==> src/rtl/rotation_matrix_to_quaternion_unit_assert.svh <==
// ----------------------------------------------------------------------------
// Assertion macros for the rotation matrix to quaternion unit
// Reset-guarded implication checks used at the end of the top level.
// ----------------------------------------------------------------------------
`ifndef ROTATION_MATRIX_TO_QUATERNION_UNIT_ASSERT_SVH
`define ROTATION_MATRIX_TO_QUATERNION_UNIT_ASSERT_SVH

// same-cycle implication
`define RMQ_ASSERT_IMP(label, clk, rst, a, b, msg) \
  label: assert property (@(posedge clk) disable iff (rst) (a) |-> (b)) else $error(msg);

// next-cycle implication
`define RMQ_ASSERT_NEXT(label, clk, rst, a, b, msg) \
  label: assert property (@(posedge clk) disable iff (rst) (a) |=> (b)) else $error(msg);

`endif

==> src/rtl/rmq_sqrt.sv <==
// ----------------------------------------------------------------------------
// rmq_sqrt
// Pipelined restoring square root, one result bit per stage.
// ----------------------------------------------------------------------------
module rmq_sqrt #(
  parameter int RadW = 34,
  parameter int RootW = 17
) (
  input  logic               clk,
  input  logic               en,
  input  logic [RadW-1:0]    rad,
  output logic [RootW-1:0]   root
);

  localparam int RemW = RootW + 2;

  logic [2*RootW-1:0] v   [RootW+1];
  logic [RootW-1:0]   q   [RootW+1];
  logic [RemW-1:0]    rm  [RootW+1];

  always_comb begin
    v[0]  = (2*RootW)'(rad);
    q[0]  = '0;
    rm[0] = '0;
  end

  for (genvar i = 0; i < RootW; i++) begin : g_st
    logic [RemW-1:0] tr, tst;
    always_comb begin
      tr  = {rm[i][RemW-3:0], v[i][2*RootW-1 -: 2]};
      tst = tr - {q[i], 2'b01};
    end
    always_ff @(posedge clk) begin
      if (en) begin
        v[i+1]  <= {v[i][2*RootW-3:0], 2'b00};
        if (!tst[RemW-1]) begin
          rm[i+1] <= tst;
          q[i+1]  <= {q[i][RootW-2:0], 1'b1};
        end else begin
          rm[i+1] <= tr;
          q[i+1]  <= {q[i][RootW-2:0], 1'b0};
        end
      end
    end
  end

  assign root = q[RootW];

endmodule

==> config.mk <==
export PLATFORM = sky130hd
export DESIGN_NAME = rmq_sqrt
export DESIGN_NICKNAME = d
export VERILOG_FILES = /design/src/rtl/rotation_matrix_to_quaternion_unit_assert.svh /design/src/rtl/rmq_sqrt.sv
export SDC_FILE = /design/constraint.sdc
export NUM_CORES = 1
export LEC_CHECK = 0
export BUFFER_PORTS_ARGS = -buffer_cell sky130_fd_sc_hd__buf_2
export CORE_AREA = 2 2 228 230
export CTS_BUF_LIST = sky130_fd_sc_hd__clkbuf_8 sky130_fd_sc_hd__clkbuf_16
export DETAILED_ROUTE_END_ITERATION = 7
export DIE_AREA = 0 0 230 232
export PLACE_DENSITY_LB_ADDON = 0.05
export SLEW_MARGIN = 0
export SYNTH_ARGS = -nofsm -noshare
export SYNTH_HDL_FRONTEND = slang
export SYNTH_SLANG_ARGS = --single-unit
==> constraint.sdc <==
create_clock -name clk -period 8.7 [get_ports clk]
set_input_delay 0.87 -clock clk [delete_from_list [all_inputs] [get_ports clk]]
set_output_delay 0.87 -clock clk [all_outputs]
set_load 0.02 [all_outputs]
-- Word-level counts from Yosys, hierarchy flattened
Cells that the tools add are included.
- memory bits (writable): 0
- input bits: 36
- word-level logic and storage cells: 100
- memory bits (read-only): 0
- output and inout bits: 17
- memories kept: 0
- latch bits: 0
- register bits: 683
- equality and inequality tests: 0
- div/mod/pow operators: 0
- magnitude comparators: 0
- shift operators: 0
- bitwise operators: 0
- reductions and logical operators: 0
- muxes and demuxes: 33
- $mul: 0
- $add $sub $neg: 17
- operators with widths (operator ; count):
    2-to-1 mux 17 bit ; 15
    subtractor 19 x 10 -> 19 bit ; 1
    subtractor 19 x 11 -> 19 bit ; 1
    subtractor 19 x 12 -> 19 bit ; 1
    subtractor 19 x 13 -> 19 bit ; 1
    subtractor 19 x 14 -> 19 bit ; 1
    subtractor 19 x 15 -> 19 bit ; 1
    subtractor 19 x 16 -> 19 bit ; 1
    subtractor 19 x 17 -> 19 bit ; 1
    subtractor 19 x 18 -> 19 bit ; 1
    subtractor 19 x 4 -> 19 bit ; 1
    subtractor 19 x 5 -> 19 bit ; 1
    subtractor 19 x 6 -> 19 bit ; 1
    subtractor 19 x 7 -> 19 bit ; 1
    subtractor 19 x 8 -> 19 bit ; 1
    subtractor 19 x 9 -> 19 bit ; 1
    2-to-1 mux 1 bit ; 17
    subtractor 5 x 4 -> 6 bit ; 1
    subtractor 2 x 1 -> 3 bit (second input constant) ; 1
    2-to-1 mux 2 bit ; 1

-- Depth between registers and ports, before layout
- depth in word-level cells: 2
- depth in mapped cells: 12
- mapped depth without buffers: 11

-- Worst setup path before layout
No wires, ideal clock.
- path kind: reg-to-reg
- from: register rm, in the netlist g_st[12].tr[11]
- to: register rm, in the netlist g_st[13].tr[11] (data pin)
- stages on the path, launching flop included: 11
- period minus slack after synthesis: 3.009 ns
- path buffers: 2
- data arrival time: 2.749 ns
- library setup time: 0.260 ns
- data required time: 8.440 ns
- path slack: 5.691 ns
- path through: edfxtp_1 > ha_1 > clkbuf_1 > a21o_1 > a21o_1 > a22oi_1 > a21boi_1 > nand3_1 > xor2_1 > buf_2 > mux2_2
- longest elaborated chain between the ends: 2
- ends and longest elaborated chain (element ; RTL line ; RTL):
    start, declared ; rmq_sqrt.sv:19 ; logic [RemW-1:0] rm [RootW+1];
    start signal, assigned by index ; rmq_sqrt.sv:37 ; rm[i+1] <= tst;
    start signal, assigned by index ; rmq_sqrt.sv:40 ; rm[i+1] <= tr;
    subtractor 19 x 14 -> 19 bit ; rmq_sqrt.sv:31 ; tst = tr - {q[i], 2'b01};
    2-to-1 mux 17 bit ; rmq_sqrt.sv:36 ; if (!tst[RemW-1]) begin
No other way between the ends.
A chain may end at the register's enable or synchronous reset.

-- Final worst setup path
- from: register rm, in the netlist g_st[15].tr[2]
- to: register rm, in the netlist g_st[16].tr[18] (data pin)
- longest elaborated chain between the ends: 2
- ends and longest elaborated chain (element ; RTL line):
    subtractor 19 x 17 -> 19 bit ; rmq_sqrt.sv:31
    2-to-1 mux 17 bit ; rmq_sqrt.sv:36
No other way between the ends.

==> results.cfg <==
[cts]
cts_max_path_buffers = 3
insertion_delay_ps = 610
hold_buffers = 0
clk_pin_slew_ps = 60
cts_sinks = 672
cts_tree = yes
cts_resized = 0
cts_buffers = 71
h-tree-depth = 3
post-cts-setup-buffers = 0
clock-root-buffer = clkbuf_16

[sta]
worst_slew_pin_slew_ps = 1130
finalCritPeriodShare_pct = 39.4
setup-tns-final_ps = 0
setup_violations = 0
clock_skew_ps = 22.2
finalHoldViolCount = 0
fmax_ghz = 0.292
slew_headroom_pct = 24.3
period_minus_slack_ps = 3430
slew_violations = 0
rsz0062_at_grt = false

[place]
hpwl_mm = 33.7
numPortBuffers = 52
gp_congestion = 0.858
dpl_cell_area_mm2 = 0.0316

[route]
dr.pass1.iters = 5
wl_per_cell_um = 16.3
viasPerCell = 5.53
drtIter0Drc = 1184
postRouteAntennaNets = 0
drc = 0
vias = 16800
totalWireLength_mm = 49.3

[min_path]
hold_path.class = flip-flop to flip-flop

[floorplanning]
die_w_um = 230
io_pins = 53
die_y_um = 232
core-area_mm2 = 0.0509
start_util_pct = 60.2
rows = 83
dieArea_mm2 = 0.0534

[setup_path]
cp.arrival_ps = 3770
cp.required_ps = 9040
critPathMaxFanout = 18
path_class = flip-flop to flip-flop
end_kind = flip-flop
cp-start-kind = flip-flop

[global_routing]
grt-ovfl-total = 0
grt_pass1_wl_mm = 82.7
first_global_vias = 16900
track_usage_pct = 19.1
grt_max_degree = 185
grt_antenna_before_repair = 0

[synth]
netlist_instances = 2213
synthesis.nets = 2400
yosys_warnings = 0
syn-cell-area_mm2 = 0.0306
ys_types = 82
synth_ff_type = edfxtp_1
ys_seq_area_share_pct = 65.9
synth_edf_count = 672
async_flop_share_pct = 0
syn_area_per_cell_um2 = 13.8
synth_seq_cells = 672

[power_and_ir_drop]
power_density_mw_per_mm2 = 270
leakage_nw = 13.1
vdd_drop_max_uv = 213
power_mw = 9.17

[finish]
area_growth_pct = 10.8
final_cell_area_mm2 = 0.0339
final_cell_mix = edfxtp_1 (672), inv_1 (215), ha_1 (151)
nNetsFinal = 2487
final_common_cell = edfxtp_1
diodes = 0
layout-drive-gt1-share_pct = 11.4

[run_status]
status = finished clean

[flow_run]
max_cap_violations = 0
==> metrics by stage <==
step | hold WS (ps) | util, % | setup WS, ps | instances
after floorplan | 400 | - | 5690 | 2213
after global placement | 400 | 62.1 | 5380 | 2907
after detailed placement | 405 | 62.1 | 5310 | 2907
after CTS | 390 | 66.6 | 5260 | 3032
after global routing | 393 | 66.6 | 4940 | 3032
final | 410 | 66.6 | 5270 | 3032
==> path summary, 6_finish.rpt <==
path                  start         endpoint  slack (ps)  depth (start not counted)
min reg2reg          v[437]           v[405]         410                          0
max reg2reg  g_st[15].tr[2]  g_st[16].tr[18]        5270                          9
min                  v[437]           v[405]         410                          0
max          g_st[15].tr[2]  g_st[16].tr[18]        5270                          9
==> synth_stat cells, types with 5 or more instances <==
master	count	share of area [%]
nor2_1	127	1.6
a211oi_1	15	0.37
or3_1	24	0.49
a21oi_1	102	1.7
o31a_1	7	0.20
nand2b_1	21	0.43
nand3_1	22	0.36
nor2b_1	29	0.59
buf_4	17	0.42
o21bai_1	7	0.17
mux2_2	75	2.8
and3_1	10	0.20
xnor2_1	111	3.2
o31ai_1	12	0.29
xor2_1	77	2.2
nor4_1	20	0.41
inv_1	200	2.5
o21ai_0	103	1.7
ha_1	151	6.2
mux2i_1	10	0.33
or4_1	10	0.25
o211ai_1	7	0.17
o21a_1	41	1.0
nand2_1	106	1.3
a21boi_0	5	0.12
nand4_1	11	0.22
clkbuf_1	23	0.28
edfxtp_1	672	66
buf_2	7	0.11
nor3b_1	5	0.12
or2_2	10	0.20
nor3_1	35	0.57
a31oi_1	11	0.22
and2_1	6	0.12
a21o_1	36	0.88
==> flip-flops by register name, summed over array words and instances, names as in the netlist <==
| signal | count |
|---|---|
| root | 17 |
| q | 136 |
| v | 240 |
| g_st.tr | 279 |
==> layout make-up <==
class | count | area, um^2
clock buffers | 72 | 1800
repair buffers | 64 | 398
well taps | 680 | 851
multi-input cells | 1290 | 9440
flip-flops and latches | 672 | 20200
fillers | 3655 | 17000
clock inverters | 53 | 492
inverters | 201 | 754
==> critical path: stages (launching register included) <==
cell and delay (ps):
edfxtp_1 380, ha_1 330, nor2b_1 140, o21a_1 140, o21ai_0 110, a21oi_1 460
a21o_1 200, a21oi_1 100, xnor2_2 880, mux2_2 430
==> report_power, final <==
| part | switching, mW | leakage (nW) | internal (mW) | total (mW) |
|---|---|---|---|---|
| Clock | 1.23 | 1.19 | 1.70 | 2.93 |
| Sequential | 0.216 | 6.58 | 4.10 | 4.31 |
| Combinational | 1.03 | 5.29 | 0.888 | 1.92 |
==> layer usage <==
layer | global-route usage [%] | vias up | wire (um)
met3 | 3.44 | 77 | 1480
met1 | 24.5 | 8104 | 22000
met5 | 0 | - | 0
met2 | 33.3 | 235 | 24900
li1 | - | 8364 | -
met4 | 5.56 | 0 | 952
==> logic make-up (layout without fill, tap and decap cells) <==
logic type / count (synthesis) / after routing / synth area share [%]
buffers and inverters: 251 / 390 / 3.31
XOR/XNOR: 190 / 190 / 5.48
other: 1 / 1 / 0.0122
flip-flops: 672 / 672 / 65.9
adder cells (fa/ha/maj): 151 / 151 / 6.17
multiplexers: 88 / 88 / 3.23
AND/OR/NAND/NOR: 463 / 463 / 7.62
AO/OA/AOI/OAI: 397 / 397 / 8.25
Note: power is estimated with default switching activity, not from simulation.
