==> src/rtl/rotation_matrix_to_quaternion_unit_assert.svh <==
// ----------------------------------------------------------------------------
// Assertion macros for the rotation matrix to quaternion unit
// Reset-guarded implication checks used at the end of the top level.
// ----------------------------------------------------------------------------
`ifndef ROTATION_MATRIX_TO_QUATERNION_UNIT_ASSERT_SVH
`define ROTATION_MATRIX_TO_QUATERNION_UNIT_ASSERT_SVH

// same-cycle implication
`define RMQ_ASSERT_IMP(label, clk, rst, a, b, msg) \
  label: assert property (@(posedge clk) disable iff (rst) (a) |-> (b)) else $error(msg);

// next-cycle implication
`define RMQ_ASSERT_NEXT(label, clk, rst, a, b, msg) \
  label: assert property (@(posedge clk) disable iff (rst) (a) |=> (b)) else $error(msg);

`endif

==> src/rtl/rmq_pkg.sv <==
// ----------------------------------------------------------------------------
// rmq_pkg
// Shared types and constants of the rotation matrix to quaternion unit.
// ----------------------------------------------------------------------------
package rmq_pkg;

  localparam int ElemW = 16;

  typedef struct packed {
    logic signed [ElemW-1:0] m00;
    logic signed [ElemW-1:0] m01;
    logic signed [ElemW-1:0] m02;
    logic signed [ElemW-1:0] m10;
    logic signed [ElemW-1:0] m11;
    logic signed [ElemW-1:0] m12;
    logic signed [ElemW-1:0] m20;
    logic signed [ElemW-1:0] m21;
    logic signed [ElemW-1:0] m22;
  } matrix_t;

  typedef struct packed {
    logic signed [ElemW-1:0] qx;
    logic signed [ElemW-1:0] qy;
    logic signed [ElemW-1:0] qz;
    logic signed [ElemW-1:0] qw;
    logic                    degenerate;
  } quat_t;

  // branch select: which component is the half root
  typedef enum logic [1:0] {
    SEL_X = 2'd0,
    SEL_Y = 2'd1,
    SEL_Z = 2'd2,
    SEL_W = 2'd3
  } sel_t;

  // differences and sums of two elements fit 17 bits
  localparam int DiffW = ElemW + 1;

endpackage

==> src/rtl/rmq_div.sv <==
// ----------------------------------------------------------------------------
// rmq_div
// Pipelined restoring divider, |d| * 2^FRAC_BITS / (2 * root), one bit per
// stage, saturated signed 16-bit result.
// ----------------------------------------------------------------------------
module rmq_div #(
  parameter int FRAC_BITS = 14,
  parameter int RootW = 17
) (
  input  logic                              clk,
  input  logic                              en,
  input  logic signed [rmq_pkg::DiffW-1:0]  d,
  input  logic [RootW-1:0]                  root,
  output logic signed [rmq_pkg::ElemW-1:0]  q
);

  // quotient bits kept: enough to detect saturation
  localparam int QW   = rmq_pkg::ElemW + 1;
  localparam int NW   = rmq_pkg::DiffW + FRAC_BITS;
  localparam int DW   = RootW + 1;
  localparam int RemW = DW + 1;

  logic [NW-1:0]   num [QW+1];
  logic [RemW-1:0] rm  [QW+1];
  logic [QW-1:0]   qq  [QW+1];
  logic            ovf [QW+1];
  logic            neg [QW+1];
  logic            zr  [QW+1];
  logic            nz  [QW+1];
  logic [DW-1:0]   dv  [QW+1];
  logic [rmq_pkg::DiffW-1:0] mag;
  logic [NW-1:0] nfull;
  logic [NW-QW-1:0] hi;
  logic [RemW-1:0] hr;

  // high numerator bits above the quotient window: quotient too big if
  // they already reach the divisor
  always_comb begin
    mag   = d[rmq_pkg::DiffW-1] ? rmq_pkg::DiffW'(-d) : rmq_pkg::DiffW'(d);
    nfull = {mag, {FRAC_BITS{1'b0}}};
    hi    = nfull[NW-1:QW];
    hr    = RemW'(hi);
    dv[0] = {root, 1'b0};
    num[0] = nfull;
    rm[0]  = (hr >= RemW'(dv[0])) ? '0 : hr;
    ovf[0] = (hr >= RemW'(dv[0]));
    qq[0]  = '0;
    neg[0] = d[rmq_pkg::DiffW-1];
    zr[0]  = (root == '0);
    nz[0]  = (d != '0);
  end

  for (genvar i = 0; i < QW; i++) begin : g_st
    logic [RemW-1:0] tr, tst;
    always_comb begin
      tr  = {rm[i][RemW-2:0], num[i][QW-1-i]};
      tst = tr - RemW'(dv[i]);
    end
    always_ff @(posedge clk) begin
      if (en) begin
        num[i+1] <= num[i];
        dv[i+1]  <= dv[i];
        ovf[i+1] <= ovf[i];
        neg[i+1] <= neg[i];
        zr[i+1]  <= zr[i];
        nz[i+1]  <= nz[i];
        if (!tst[RemW-1]) begin
          rm[i+1] <= tst;
          qq[i+1] <= {qq[i][QW-2:0], 1'b1};
        end else begin
          rm[i+1] <= tr;
          qq[i+1] <= {qq[i][QW-2:0], 1'b0};
        end
      end
    end
  end

  always_comb begin
    if (zr[QW]) begin
      q = !nz[QW] ? '0 : (neg[QW] ? 16'sh8000 : 16'sh7fff);
    end else if (neg[QW]) begin
      q = (ovf[QW] || qq[QW] > QW'(32768)) ? 16'sh8000
          : rmq_pkg::ElemW'(-qq[QW]);
    end else begin
      q = (ovf[QW] || qq[QW] > QW'(32767)) ? 16'sh7fff
          : rmq_pkg::ElemW'(qq[QW]);
    end
  end

endmodule

==> config.mk <==
export PLATFORM = sky130hd
export DESIGN_NAME = rmq_div
export DESIGN_NICKNAME = d
export VERILOG_FILES = /design/src/rtl/rotation_matrix_to_quaternion_unit_assert.svh /design/src/rtl/rmq_pkg.sv /design/src/rtl/rmq_div.sv
export SDC_FILE = /design/constraint.sdc
export NUM_CORES = 1
export LEC_CHECK = 0
export BUFFER_PORTS_ARGS = -buffer_cell sky130_fd_sc_hd__buf_2
export CORE_MARGIN = 10
export CORE_UTILIZATION = 64
export DETAILED_ROUTE_END_ITERATION = 10
export PLACE_DENSITY = 0.78
export SYNTH_ARGS = -nofsm -noshare
export SYNTH_HDL_FRONTEND = slang
export SYNTH_SLANG_ARGS = --single-unit
==> constraint.sdc <==
create_clock -name clk -period 9.1 [get_ports clk]
set_clock_uncertainty 0.2 [all_clocks]
set_input_delay 1.82 -clock clk [delete_from_list [all_inputs] [get_ports clk]]
set_output_delay 1.82 -clock clk [all_outputs]
set_load 0.02 [all_outputs]
After elaboration in Yosys (flattened, before gate mapping)
Cells that the tools add are included.
{"block": "classes", "n_lt_le_gt_ge": 3, "add_sub_neg": 19, "n_mux": 41, "reduce_logical": 4}
{"cell": "$sub 19x18->19", "n": 16}
{"cell": "$mux 18", "n": 16}
{"cell": "$mux 16", "n": 6}
{"cell": "$sub 15x18->19", "n": 1}
{"cell": "$ge 14x18->1", "n": 1}
{"cell": "$gt 17x15->1 const B", "n": 1}
{"cell": "$gt 17x16->1 const B", "n": 1}
{"cell": "$logic_not 17->1", "n": 1}
{"cell": "$mux 1", "n": 17}
{"cell": "$mux 17", "n": 1}
{"cell": "$neg 17->17", "n": 1}
{"cell": "$reduce_bool 17->1", "n": 1}
{"cell": "$neg 16->16", "n": 1}
{"cell": "$mux 14", "n": 1}
{"cell": "$logic_or 1x1->1", "n": 2}
{"block": "word_totals", "wordCells": 199, "regBits": 784, "in_bits": 36}

Longest topological paths before layout
{"block": "logic_depth", "ltp_word": 6, "mapped_depth": 26, "mapped_depth_nobuf": 25}

Least setup slack after synthesis
No wires, ideal clock.
{"block": "synth_path", "kind": "input port to flip-flop", "startpoint": "input port d[8] (netlist name)", "endpoint": "register rm (netlist bit g_st[1].tr[11]), data pin", "setup_time_ps": 260, "arrival_ps": 6669, "stages": 21, "path_slack_ps": 1972, "cell_sequence": "or4_1 or3_1 o31ai_1 nand2_1 xnor2_1 inv_1 ha_1 nand4_1 or4_1 o21ai_1 or2_2 inv_1 ha_1 nor2b_1 o21ai_0 a21boi_0 o2111ai_1 a311oi_1 o21ai_0 inv_2 mux2_2"}
{"block": "synth_between", "elab_chain_len": 6}
{"element": "start, declared", "line": "rmq_div.sv:12", "text": "input logic signed [rmq_pkg::DiffW-1:0] d,"}
{"element": "$neg 17->17", "line": "rmq_div.sv:39", "text": "mag = d[rmq_pkg::DiffW-1] ? rmq_pkg::DiffW'(-d) : rmq_pkg::DiffW'(d);"}
{"element": "$mux 17 (*)", "line": "rmq_div.sv:39"}
{"element": "$ge 14x18->1", "line": "rmq_div.sv:45", "text": "rm[0] = (hr >= RemW'(dv[0])) ? '0 : hr;"}
{"element": "$mux 14 (*)", "line": "rmq_div.sv:45"}
{"element": "$sub 15x18->19", "line": "rmq_div.sv:57", "text": "tst = tr - RemW'(dv[i]);"}
{"element": "$mux 18 (*)", "line": "rmq_div.sv:67", "text": "if (!tst[RemW-1]) begin"}
{"element": "end signal, assigned by index", "line": "rmq_div.sv:68", "text": "rm[i+1] <= tst;"}
{"element": "end signal, assigned by index", "line": "rmq_div.sv:71", "text": "rm[i+1] <= tr;"}
{"element": "end, declared", "line": "rmq_div.sv:24", "text": "logic [RemW-1:0] rm [QW+1];"}
Every way passes the cells marked *; elsewhere a longest branch is shown, timed or not.
A chain may end at the register's enable or synchronous reset.

Worst setup path after layout
{"block": "layout_path", "startpoint": "input port d[1] (netlist name)", "endpoint": "register rm (netlist bit g_st[1].tr[11]), data pin"}
{"block": "layout_between", "elab_chain_len": 6}
{"element": "$neg 17->17 (*)", "line": "rmq_div.sv:39"}
{"element": "$mux 17 (*)", "line": "rmq_div.sv:39"}
{"element": "$ge 14x18->1", "line": "rmq_div.sv:45"}
{"element": "$mux 14", "line": "rmq_div.sv:45"}
{"element": "$sub 15x18->19", "line": "rmq_div.sv:57"}
{"element": "$mux 18 (*)", "line": "rmq_div.sv:67"}
Marked as above.

==> summary.txt <==
Critical path
  – Critical path's slowest cell: a21boi_0
  – Crit path max fanout: 19
  – CP startpoint kind: input pin
  – CP Capture Point: g_st[1].tr[11]
  – CP Launch Point: d[1]
  – CP Depth: 28
  – Critical Path RT: 9.28 ns
  – Worst r2r dst: g_st[3].tr[18]
  – Delay-heaviest family, CP: compound AO/OA/AOI/OAI gates
  – CP arrival: 7.80 ns
  – R2R Setup Slk: 5.02 ns
  – Critical path class: input pin to flop
  – R2R depth: 10
  – Max stage delay on crit path: 0.45 ns
  – Crit path buf inv count: 6
  – CP Capture Type: flop
  – Worst r2r src: dv[272]

Clock network
  – CTS tree: done
  – Postcts setup bufs: 0
  – CTS Root Cell: clkbuf_16
  – # H-tree levels: 3
  – Clock Sinks: 771
  – Deepest clock path buffer count: 3
  – Post-CTS sizing: 0
  – CTS clk-pin slew, worst paths: 0.06 ns
  – Post-CTS Hold Buffers: 0
  – CTS Buf Count: 81
  – Clk_lat worst skew: 0.63 ns

Cells and area
  – ANT cells: 0
  – Layout cells sized above 1: 12.2%
  – Post-route cell area: 45000 sq um
  – Share of the core filled with cells: 71.1%
  – Post-route insts no fill: 4308
  – Layout Nets: 3737
  – Area growth syn-to-layout: 9.56%

Synth
  – Sequential area share after synthesis: 56.3%
  – Syn nets: 3626
  – Post-synth EDFFs: 771
  – Synth Register Bits: 771
  – Synthesized area: 41100 sq um
  – Synth Warn #: 0
  – Asr flop ratio synth: 0%
  – Mapped Cells: 3285
  – Synth Flop Type: edfxtp_1
  – Mean Syn Cell Area: 12.5 sq um
  – Largest area contributor in the synthesized netlist: edfxtp_1
  – Post-synth top cells: 771 x edfxtp_1, 357 x inv_1, 289 x ha_1, 207 x mux2_2, 189 x a21oi_1
  – Cell with the most instances after synthesis: edfxtp_1
  – Yosys top cell area share: 56.3%
  – Synth cell types: 80
  – Synth area leaders: edfxtp_1 56%, ha_1 8.8%, mux2_2 5.7%

Route
  – DRC Markers: 0
  – Iteration count of the initial detailed-routing pass: 7
  – Vias: 25724
  – 1st-iter DRT viols: 1914
  – Drt wl/cell: 18.6 um
  – Drt via density: 5.97
  – Final antenna-violating net count: 0
  – Routed wire length: 80100 um

Place
  – Dpl hpwl: 57200 um
  – Port bufs: 51
  – Cell Count Post-Placement: 4159
  – Dpl cell area: 42400 sq um
  – Routability cong.: 0.899

Flow run
  – Max-cap violations: 0

STA
  – Final setup fails: 0
  – Final Hold Fails: 0
  – Max transition margin: 16.7%
  – Worst hold slack: 0.209 ns
  – Final Cycle Share: 83.8%
  – Max Fclk: 0.131 GHz
  – Max Slew Vio Count: 0
  – Setup_tns: 0 ns
  – RSZ-0062 raised after global routing: false
  – Worst slew pin tran: 1.24 ns
  – Min Tclk post-route: 7.63 ns

Outcome
  – Outcome: completed

Global routing
  – Overall routing resource usage: 21.4%
  – First-pass GRT wire length: 131000 um
  – Grt ovf: 0
  – Initial antenna violation count: 0
  – Largest net degree at the start of global routing: 211
  – Via count of the first global-routing pass: 26100

Power and ir drop
  – Peak VDD IR: 0.209 mV
  – P per Cell Area: 351 nW/um^2
  – Pleak: 18.1 nW

Die
  – Die Height: 273 um
  – Initial core utilization: 64.9%
  – Row count: 92
  – Die ar.: 74800 sq um
  – I/O Pins: 52
  – Die W: 273 um
  – Core area: 63300 sq um

Worst hold path
  – Worst Hold Class: flop to flop
through the flow:
| step | setup slack, ns | total power (W) |
|---|---|---|
| 5_1_grt | 0.958 | 0.0168 |
| 4_1_cts | 1.59 | 0.0158 |
| 2_1_floorplan | 1.97 | 0.0109 |
| 3_5_place_dp | 0.919 | 0.0125 |
| 3_3_place_gp | 0.985 | 0.0121 |
| 6_report | 1.47 | 0.0158 |
per-layer routing:
metal / up-vias / track usage (%) / part of all wire, %
met5: - / 0 / 0
met4: 0 / 10.2 / 4.6
met3: 233 / 3.26 / 3.9
met2: 678 / 38.4 / 51
met1: 12403 / 24.7 / 40
li1: 12410 / - / -
report_power, final:
part | internal (W) | leakage [nW] | switching [W]
registers | 0.00521 | 7.55 | 0.000433
clock network | 0.00187 | 1.27 | 0.00137
logic | 0.00330 | 9.26 | 0.00361
worst reg2reg max path, delay by kind of cell (launching register included):
kind                     cells  cell delay [ns]
XOR/XNOR                     1             0.98
flip-flops                   1             0.42
AO/OA/AOI/OAI                5             1.29
multiplexers                 1             0.45
AND/OR/NAND/NOR              1             0.15
buffers and inverters        1             0.07
adder cells (fa/ha/maj)      1             0.28
flip-flops by register name (all words and copies together), names as in the netlist:
register / flops
qq: 153
num: 1
ovf: 17
neg: 17
dv: 272
zr: 17
g_st.tr: 277
nz: 17
final cells by class:
type                       instances  area (sq um)
inverter                         358          1340
timing repair buffer              69           438
clock inverter                    51           464
tap                              846          1060
sequential                       771         23200
clock buffer                      98          2150
fill                            4201         18300
multi-input combinational       2115         16400
worst min path at each step:
| stage | startpoint | endpoint | slack, ns | depth (start not counted) |
|---|---|---|---|---|
| after floorplan | num[510] | g_st[2].tr[0] | 0.20 | 0 |
| after global placement | qq[75] | qq[59] | 0.20 | 0 |
| after detailed placement | neg[15] | neg[14] | 0.20 | 0 |
| after CTS | neg[14] | neg[13] | 0.21 | 0 |
| after global routing | nz[14] | nz[13] | 0.21 | 0 |
| final | neg[14] | neg[13] | 0.21 | 0 |
layout by cell type, fill, tap and decap left out, types with 18 or more instances in the layout:
cell         n
nand2b_1    37
a21oi_1    189
a21boi_0    22
nor2b_1     66
buf_2       50
inv_1      357
and2_1      18
nand4_1     24
a31oi_1     41
nand3_1     33
o31ai_1     32
nor3_1      43
nor2_1     144
edfxtp_1   771
and3_1      20
a21o_1      81
a211oi_1    26
o21a_1      72
o211ai_1    23
mux2_2     207
clkbuf_16   84
xnor2_1    151
xor2_1      63
mux2i_1     34
o21ai_0    139
ha_1       289
nand2_1    153
o21bai_1    31
cells by family (layout without fill, tap and decap cells):
| logic type | Yosys count | after routing | share of synthesized area [%] |
|---|---|---|---|
| flip-flops | 771 | 771 | 56.3 |
| AO/OA/AOI/OAI | 740 | 740 | 11.6 |
| AND/OR/NAND/NOR | 609 | 609 | 7.48 |
| buffers and inverters | 399 | 576 | 3.75 |
| adder cells (fa/ha/maj) | 305 | 305 | 9.58 |
| multiplexers | 241 | 241 | 6.50 |
| XOR/XNOR | 219 | 219 | 4.72 |
| other | 1 | 1 | 0.00912 |
Note: power is estimated with default switching activity, not from simulation.
