`src/rtl/rotation_matrix_to_quaternion_unit_assert.svh`:
```
// ----------------------------------------------------------------------------
// Assertion macros for the rotation matrix to quaternion unit
// Reset-guarded implication checks used at the end of the top level.
// ----------------------------------------------------------------------------
`ifndef ROTATION_MATRIX_TO_QUATERNION_UNIT_ASSERT_SVH
`define ROTATION_MATRIX_TO_QUATERNION_UNIT_ASSERT_SVH

// same-cycle implication
`define RMQ_ASSERT_IMP(label, clk, rst, a, b, msg) \
  label: assert property (@(posedge clk) disable iff (rst) (a) |-> (b)) else $error(msg);

// next-cycle implication
`define RMQ_ASSERT_NEXT(label, clk, rst, a, b, msg) \
  label: assert property (@(posedge clk) disable iff (rst) (a) |=> (b)) else $error(msg);

`endif

```
`src/rtl/rmq_pkg.sv`:
```
// ----------------------------------------------------------------------------
// rmq_pkg
// Shared types and constants of the rotation matrix to quaternion unit.
// ----------------------------------------------------------------------------
package rmq_pkg;

  localparam int ElemW = 16;

  typedef struct packed {
    logic signed [ElemW-1:0] m00;
    logic signed [ElemW-1:0] m01;
    logic signed [ElemW-1:0] m02;
    logic signed [ElemW-1:0] m10;
    logic signed [ElemW-1:0] m11;
    logic signed [ElemW-1:0] m12;
    logic signed [ElemW-1:0] m20;
    logic signed [ElemW-1:0] m21;
    logic signed [ElemW-1:0] m22;
  } matrix_t;

  typedef struct packed {
    logic signed [ElemW-1:0] qx;
    logic signed [ElemW-1:0] qy;
    logic signed [ElemW-1:0] qz;
    logic signed [ElemW-1:0] qw;
    logic                    degenerate;
  } quat_t;

  // branch select: which component is the half root
  typedef enum logic [1:0] {
    SEL_X = 2'd0,
    SEL_Y = 2'd1,
    SEL_Z = 2'd2,
    SEL_W = 2'd3
  } sel_t;

  // differences and sums of two elements fit 17 bits
  localparam int DiffW = ElemW + 1;

endpackage

```
`src/rtl/rmq_front.sv`:
```
// ----------------------------------------------------------------------------
// rmq_front
// Branch selection, radicand and off-diagonal terms, one register stage.
// ----------------------------------------------------------------------------
module rmq_front #(
  parameter int FRAC_BITS = 14,
  parameter int RadW      = FRAC_BITS + 20
) (
  input  logic                                     clk,
  input  logic                                     en,
  input  rmq_pkg::matrix_t                         m,
  output logic [RadW-1:0]                          rad,
  output logic                                     degen,
  output rmq_pkg::sel_t                            sel,
  output logic signed [rmq_pkg::DiffW-1:0]         d0,
  output logic signed [rmq_pkg::DiffW-1:0]         d1,
  output logic signed [rmq_pkg::DiffW-1:0]         d2
);

  // room for one plus three elements, whichever is wider
  localparam int SumW = (rmq_pkg::ElemW > FRAC_BITS ? rmq_pkg::ElemW : FRAC_BITS) + 3;
  localparam int OneW = FRAC_BITS + 2;

  logic signed [SumW-1:0] a00, a11, a22, tr, one, r;
  logic signed [rmq_pkg::DiffW-1:0] e01, e02, e10, e12, e20, e21;
  rmq_pkg::sel_t s;
  logic signed [rmq_pkg::DiffW-1:0] x0, x1, x2;

  always_comb begin
    a00 = SumW'(m.m00);
    a11 = SumW'(m.m11);
    a22 = SumW'(m.m22);
    e01 = rmq_pkg::DiffW'(m.m01);
    e02 = rmq_pkg::DiffW'(m.m02);
    e10 = rmq_pkg::DiffW'(m.m10);
    e12 = rmq_pkg::DiffW'(m.m12);
    e20 = rmq_pkg::DiffW'(m.m20);
    e21 = rmq_pkg::DiffW'(m.m21);
    one = SumW'(signed'({1'b0, {1'b1, {(OneW-2){1'b0}}}}));
    tr  = a00 + a11 + a22;
    if (tr > 0) begin
      s  = rmq_pkg::SEL_W;
      r  = tr + one;
      x0 = e12 - e21;
      x1 = e20 - e02;
      x2 = e01 - e10;
    end else if (a00 > a11 && a00 > a22) begin
      s  = rmq_pkg::SEL_X;
      r  = one + a00 - a11 - a22;
      x0 = e12 - e21;
      x1 = e10 + e01;
      x2 = e20 + e02;
    end else if (a11 > a22) begin
      s  = rmq_pkg::SEL_Y;
      r  = one + a11 - a00 - a22;
      x0 = e20 - e02;
      x1 = e10 + e01;
      x2 = e21 + e12;
    end else begin
      s  = rmq_pkg::SEL_Z;
      r  = one + a22 - a00 - a11;
      x0 = e01 - e10;
      x1 = e20 + e02;
      x2 = e21 + e12;
    end
  end

  always_ff @(posedge clk) begin
    if (en) begin
      degen <= (r <= 0);
      rad   <= (r <= 0) ? '0 : RadW'({r[SumW-2:0], {FRAC_BITS{1'b0}}});
      sel   <= s;
      d0    <= x0;
      d1    <= x1;
      d2    <= x2;
    end
  end

endmodule

```
`config.mk`:
```
export PLATFORM = sky130hd
export DESIGN_NAME = rmq_front
export DESIGN_NICKNAME = d
export VERILOG_FILES = /design/src/rtl/rotation_matrix_to_quaternion_unit_assert.svh /design/src/rtl/rmq_pkg.sv /design/src/rtl/rmq_front.sv
export SDC_FILE = /design/constraint.sdc
export NUM_CORES = 1
export LEC_CHECK = 0
export BUFFER_PORTS_ARGS = -buffer_cell sky130_fd_sc_hd__buf_2
export CELL_PAD_IN_SITES_DETAIL_PLACEMENT = 0
export CELL_PAD_IN_SITES_GLOBAL_PLACEMENT = 1
export CORE_UTILIZATION = 48
export CTS_CLUSTER_DIAMETER = 60
export DETAILED_ROUTE_END_ITERATION = 10
export GPL_TIMING_DRIVEN = 0
export PLACE_DENSITY_LB_ADDON = 0.08
export RECOVER_POWER = 25
export SLEW_MARGIN = 5
export SYNTH_ARGS = -nofsm -noshare
export SYNTH_HDL_FRONTEND = slang
export SYNTH_SLANG_ARGS = --single-unit
export TNS_END_PERCENT = 100
```
`constraint.sdc`:
```
create_clock -name clk -period 11.3 [get_ports clk]
set_input_delay 2.26 -clock clk [delete_from_list [all_inputs] [get_ports clk]]
set_output_delay 2.26 -clock clk [all_outputs]
set_load 0.02 [all_outputs]
```
======== Word-level counts from Yosys, hierarchy flattened ========
Cells that the tools add are included.
operators by class
  add/sub/neg operators ................... 18
  $mul .................................... 0
  divide/modulo/power cells ............... 0
  order comparisons ....................... 5
  eq/ne operators ......................... 0
  shift-type cells ........................ 0
  multiplexer cells ....................... 13
  bitwise gates (word level) .............. 0
  reduce and logical (&&, ||, !) cells .... 1
operators by type and width
  cell                                                                     number
  17-bit 2-to-1 mux                                                        8
  16-bit by 16-bit adder with 17-bit output                                4
  19-bit 2-to-1 mux                                                        3
  18-bit by 16-bit subtractor with 19-bit output                           3
  17-bit by 16-bit subtractor with 18-bit output                           3
  16-bit by 16-bit adder with 17-bit output (first input constant)         3
  16-bit by 16-bit subtractor with 17-bit output                           3
  16-bit > comparator                                                      3
  18-bit by 16-bit adder with 19-bit output (second input constant)        1
  19-bit by 1-bit <= comparator with 1-bit output (second input constant)  1
  17-bit by 16-bit adder with 18-bit output                                1
  18-bit by 1-bit > comparator with 1-bit output (second input constant)   1
  2-bit 2-to-1 mux                                                         2
  1-bit logical AND                                                        1
storage, ports and cells
  flip-flop bits (word level) ............. 88
  bits in latches ......................... 0
  RAM bits ................................ 0
  bits in read-only memories .............. 0
  input bits .............................. 146
  word-level logic and storage cells ...... 44
  memories ................................ 0

======== Longest topological paths before layout ========
  depth after elaboration ................. 7
  mapped depth ............................ 22
  mapped depth without buffers ............ 20

======== Worst setup path before layout ========
OpenSTA, ideal clock, no wires.
  path type ............................... input-to-reg
  start ................................... in m[1] (netlist name)
  end ..................................... reg degen, data pin
  arrival time ............................ 6231 ps
  data required time ...................... 11169 ps
  path slack .............................. 4938 ps
  stages on the path ...................... 18
  buffers on the path ..................... 0
  path through ............................ fa_1 -> ha_1 -> fa_1 -> a211o_1 -> a21oi_1 -> a31o_1 -> o211ai_2 -> a31o_1 -> a21oi_1 -> xnor2_1 -> inv_1 -> ha_1 -> and3_1 -> nand3_1 -> o21ai_2 -> or4_1 -> a2111o_1 -> nand2_1
on the way
  word-level cells in the longest chain between the ends .. 7
ends and longest elaborated chain
  item                                               RTL line         RTL
  from (decl)                                        rmq_front.sv:11  input rmq_pkg::matrix_t m,
  16-bit by 16-bit adder with 17-bit output          rmq_front.sv:61  r = one + a22 - a00 - a11;
  17-bit by 16-bit subtractor with 18-bit output     rmq_front.sv:61
  18-bit by 16-bit subtractor with 19-bit output     rmq_front.sv:61
  19-bit 2-to-1 mux                                  rmq_front.sv:53  end else if (a11 > a22) begin
  19-bit 2-to-1 mux                                  rmq_front.sv:47  end else if (a00 > a11 && a00 > a22) begin
  19-bit 2-to-1 mux *                                rmq_front.sv:41  if (tr > 0) begin
  19-bit by 1-bit <= comparator with 1-bit output *  rmq_front.sv:70  degen <= (r <= 0);
  to (signal assigned)                               rmq_front.sv:70
  to (decl)                                          rmq_front.sv:13  output logic degen,
Every way passes the cells marked *; elsewhere a longest branch is shown, timed or not.
A chain may end at the register's enable or synchronous reset.

======== Worst setup path after layout ========
  start ................................... in m[15] (netlist name)
  end ..................................... reg rad[21], data pin
on the way
  word-level cells in the longest chain between the ends .. 7
ends and longest elaborated chain
  item                                             RTL line         RTL
  16-bit by 16-bit adder with 17-bit output        rmq_front.sv:61
  17-bit by 16-bit subtractor with 18-bit output   rmq_front.sv:61
  18-bit by 16-bit subtractor with 19-bit output   rmq_front.sv:61
  19-bit 2-to-1 mux                                rmq_front.sv:53
  19-bit 2-to-1 mux                                rmq_front.sv:47
  19-bit 2-to-1 mux *                              rmq_front.sv:41
  19-bit by 1-bit <= comparator with 1-bit output  rmq_front.sv:71  rad <= (r <= 0) ? '0 : RadW'({r[SumW-2:0], {FRAC_BITS{1'b0}}});
  to (signal assigned)                             rmq_front.sv:71
  to (decl)                                        rmq_front.sv:12  output logic [RadW-1:0] rad,
Marks and branches as above.

==> flow_summary_export.csv <==
group,metric,value,unit
global_routing,first_global_vias,12860,
place,port_buffers,217,
logic_synthesis,syn-cell-area,15250,um2
worst_setup_path,arrival,7.55,ns
finish,nNetsFinal,2573,
place,post-place-ws,3.600,ns
sta,period_minus_slack,7.514,ns
finish,n_antenna_cell,0,
worst_setup_path,crit_fanout,10,
die,dieArea,32490,um2
route,vias_per_cell,5.647,
clock_network,cts-root-buf,"clkbuf_16",
sta,rsz0062_at_grt,"no",
die,die_h,180.2,um
logic_synthesis,ys_ff_latch,72,
global_routing,grtUsageTotal,0.2885,
worst_setup_path,slowest_stage,"nor4b_1",
clock_network,clk_path_buf_depth,2,
sta,setup_tns,0,ns
finish,final_common_cell,"ha_1",
pwr,powerDensity,133.8,nW/um2
finish,final_cell_mix,"ha_1 (294), buf_2 (226), inv_1 (209)",
clock_network,cts.repair.resized,0,
logic_synthesis,synth_async_sr_flop_share,0,
finish,drive_above_1_share,0.1379,
pwr,finalPower,2.299,mW
finish,area_growth,12.70,%
route,totalWireLength,47400,um
logic_synthesis,synth_cell_types,80,
pwr,ir_drop,0.00008610,V
route,antenna_left,0,
run_status,violations,"max-capacitance violations, max-slew violations",
clock_network,cts_tree,"yes",
place,dpl.hpwl,40120,um
sta,setup_viol,0,
worst_setup_path,required,11.34,ns
hold_path,hp-class,"primary input to register",
sta,postLayoutSetupSlackWorst,3.786,ns
clock_network,cts_setup_buffers,0,
sta,slew_headroom,-0.9985,
pwr,p_leak,8.142,nW
finish,multi_input_area,12020,um2
global_routing,overflow,0,
global_routing,antenna_found_initial,2,
sta,drv_slew,52,
finish,fin_util,0.5560,
global_routing,grt_pass1_wl,72750,um
global_routing,grt_max_degree,52,
global_routing,grt.busiest_layer,"met1",
logic_synthesis,synth_edf_count,72,
worst_setup_path,crit_chain,"buf_2 > inv_1 > ha_1 > nor4b_1 > nand4_1 > a21oi_1 > a2111oi_0 > mux2i_1 > nand2_1 > buf_2 > a21oi_1 > clkbuf_1 > o22ai_1",
run_status,status,"finished, violations left",
route,avgRoutedWirePerCell,19.30,um
die,start_util,0.4934,
worst_setup_path,cp-end-kind,"register",
global_routing,grtUsageMet1,0.4462,
clock_network,ctsHoldBuffers,0,
logic_synthesis,syn_avg_cell_area,8.421,um2
sta,finalHoldViolations,0,
route,drt_first_pass_iters,5,
finish,nFillCells,2926,
worst_setup_path,path_class,"primary input to register",
clock_network,h-tree-depth,3,
logic_synthesis,syn_inst,1811,
route,via_count,13870,
route,drc,0,
logic_synthesis,ys_seq_area_frac,0.1418,
sta,worst_pin_slew,2.998,ns
route,drt_iter0_drc,1415,
clock_network,numCtsBuffers,9,
global_routing,met2_usage,0.4274,
logic_synthesis,yosysWarnings,0,
clock_network,cts_num_sinks,72,
worst_setup_path,worst_setup_path_start_kind,"primary input",
sta,fin_hold_ws,2.423,ns
logic_synthesis,synth_flop_cell,"edfxtp_1",
sta,fmax,133.1,MHz
clock_network,clk_pin_slew,0.07,ns
place,place_congestion,0.9115,
die,core-area,30910,um2
die,ioPinCount,234,
worst_setup_path,cp_slowest_stage_delay,0.92,ns
global_routing,use_met3,0.03779,
run,max_cap_violations,1,
finish,register_area,2162,um2
die,fp.dieW,180.2,um
sta,fin_crit_sh,0.6650,
die,num_rows,64,
==> synth_stat cells, drive strengths merged, types with 11 or more instances <==
| cell type | count | area (um2) |
|---|---|---|
| a211oi | 13 | 102.6 |
| a21o | 22 | 165.2 |
| a21oi | 126 | 634.4 |
| a31oi | 24 | 156.4 |
| and3 | 15 | 93.84 |
| buf | 35 | 204.0 |
| clkbuf | 36 | 135.1 |
| edfxtp | 72 | 2162 |
| fa | 78 | 1562 |
| ha | 294 | 3679 |
| inv | 209 | 784.5 |
| mux2i | 17 | 170.2 |
| nand2 | 124 | 465.5 |
| nand2b | 25 | 156.4 |
| nand3 | 35 | 185.2 |
| nand4 | 12 | 75.07 |
| nor2 | 127 | 479.2 |
| nor2b | 38 | 237.7 |
| nor3 | 38 | 190.2 |
| o211ai | 33 | 257.7 |
| o21a | 11 | 82.58 |
| o21ai | 95 | 483.0 |
| o21bai | 11 | 82.58 |
| o31ai | 14 | 105.1 |
| o41ai | 13 | 113.9 |
| or3 | 16 | 100.1 |
| xnor2 | 98 | 865.8 |
| xor2 | 30 | 277.8 |
==> metrics by stage <==
step,std cells,area [um2]
final,2456,17190
after global routing,2456,17190
after CTS,2456,17210
after detailed placement,2440,16920
after global placement,2439,16890
after floorplan,1826,15310
==> sequential cells by signal (all words and copies together) (netlist names) <==
signal and cells:
d2 17, d1 17, rad 18, sel 2, degen 1, d0 17
==> routing by layer <==
layer / vias up / wire, um
li1: 6786 / -
met1: 6517 / 23970
met2: 524 / 19320
met3: 41 / 3484
met4: 0 / 627
met5: - / 0
==> final timing paths <==
path              startpoint  endpoint  slack [ns]  cells after the start
setup / recovery       m[15]   rad[21]        3.79                     13
hold / removal         m[16]     d0[0]        2.42                      3
==> logic make-up (layout without fill, tap and decap cells) <==
logic type / count (synthesis) / after routing / share of synthesized area
XOR/XNOR: 128 / 128 / 0.07499
adder cells (fa/ha/maj): 372 / 372 / 0.3436
AO/OA/AOI/OAI: 455 / 455 / 0.1972
flip-flops: 72 / 72 / 0.1418
multiplexers: 21 / 21 / 0.01411
AND/OR/NAND/NOR: 482 / 482 / 0.1544
other: 1 / 16 / 0.0002459
buffers and inverters: 280 / 514 / 0.07368
==> critical path, delay by kind of cell <==
kind / cells / cell delay [ns]
AOI/OAI and AO/OA: 4 / 1.79
buffers and inverters: 4 / 1.10
and+or+nand+nor: 3 / 1.60
adders and majority gates: 1 / 0.32
muxes: 1 / 0.45
==> power breakdown <==
group	total, mW	switching [mW]	internal [mW]	leakage (nW)
Combinational	1.57	1.00	0.572	7.30
Sequential	0.429	0.0272	0.402	0.703
Clock	0.297	0.126	0.171	0.139
Total	2.30	1.15	1.15	8.14
==> layout make-up <==
cell class / count / area share
flip-flops and latches: 72 / 0.1258
well taps: 396 / 0.02883
plain buffers: 71 / 0.01973
clock inverters: 7 / 0.004150
multi-input cells: 1474 / 0.6994
inverters: 209 / 0.04565
repair buffers: 218 / 0.06334
clock buffers: 9 / 0.01310
Note: power is estimated with default switching activity, not from simulation.
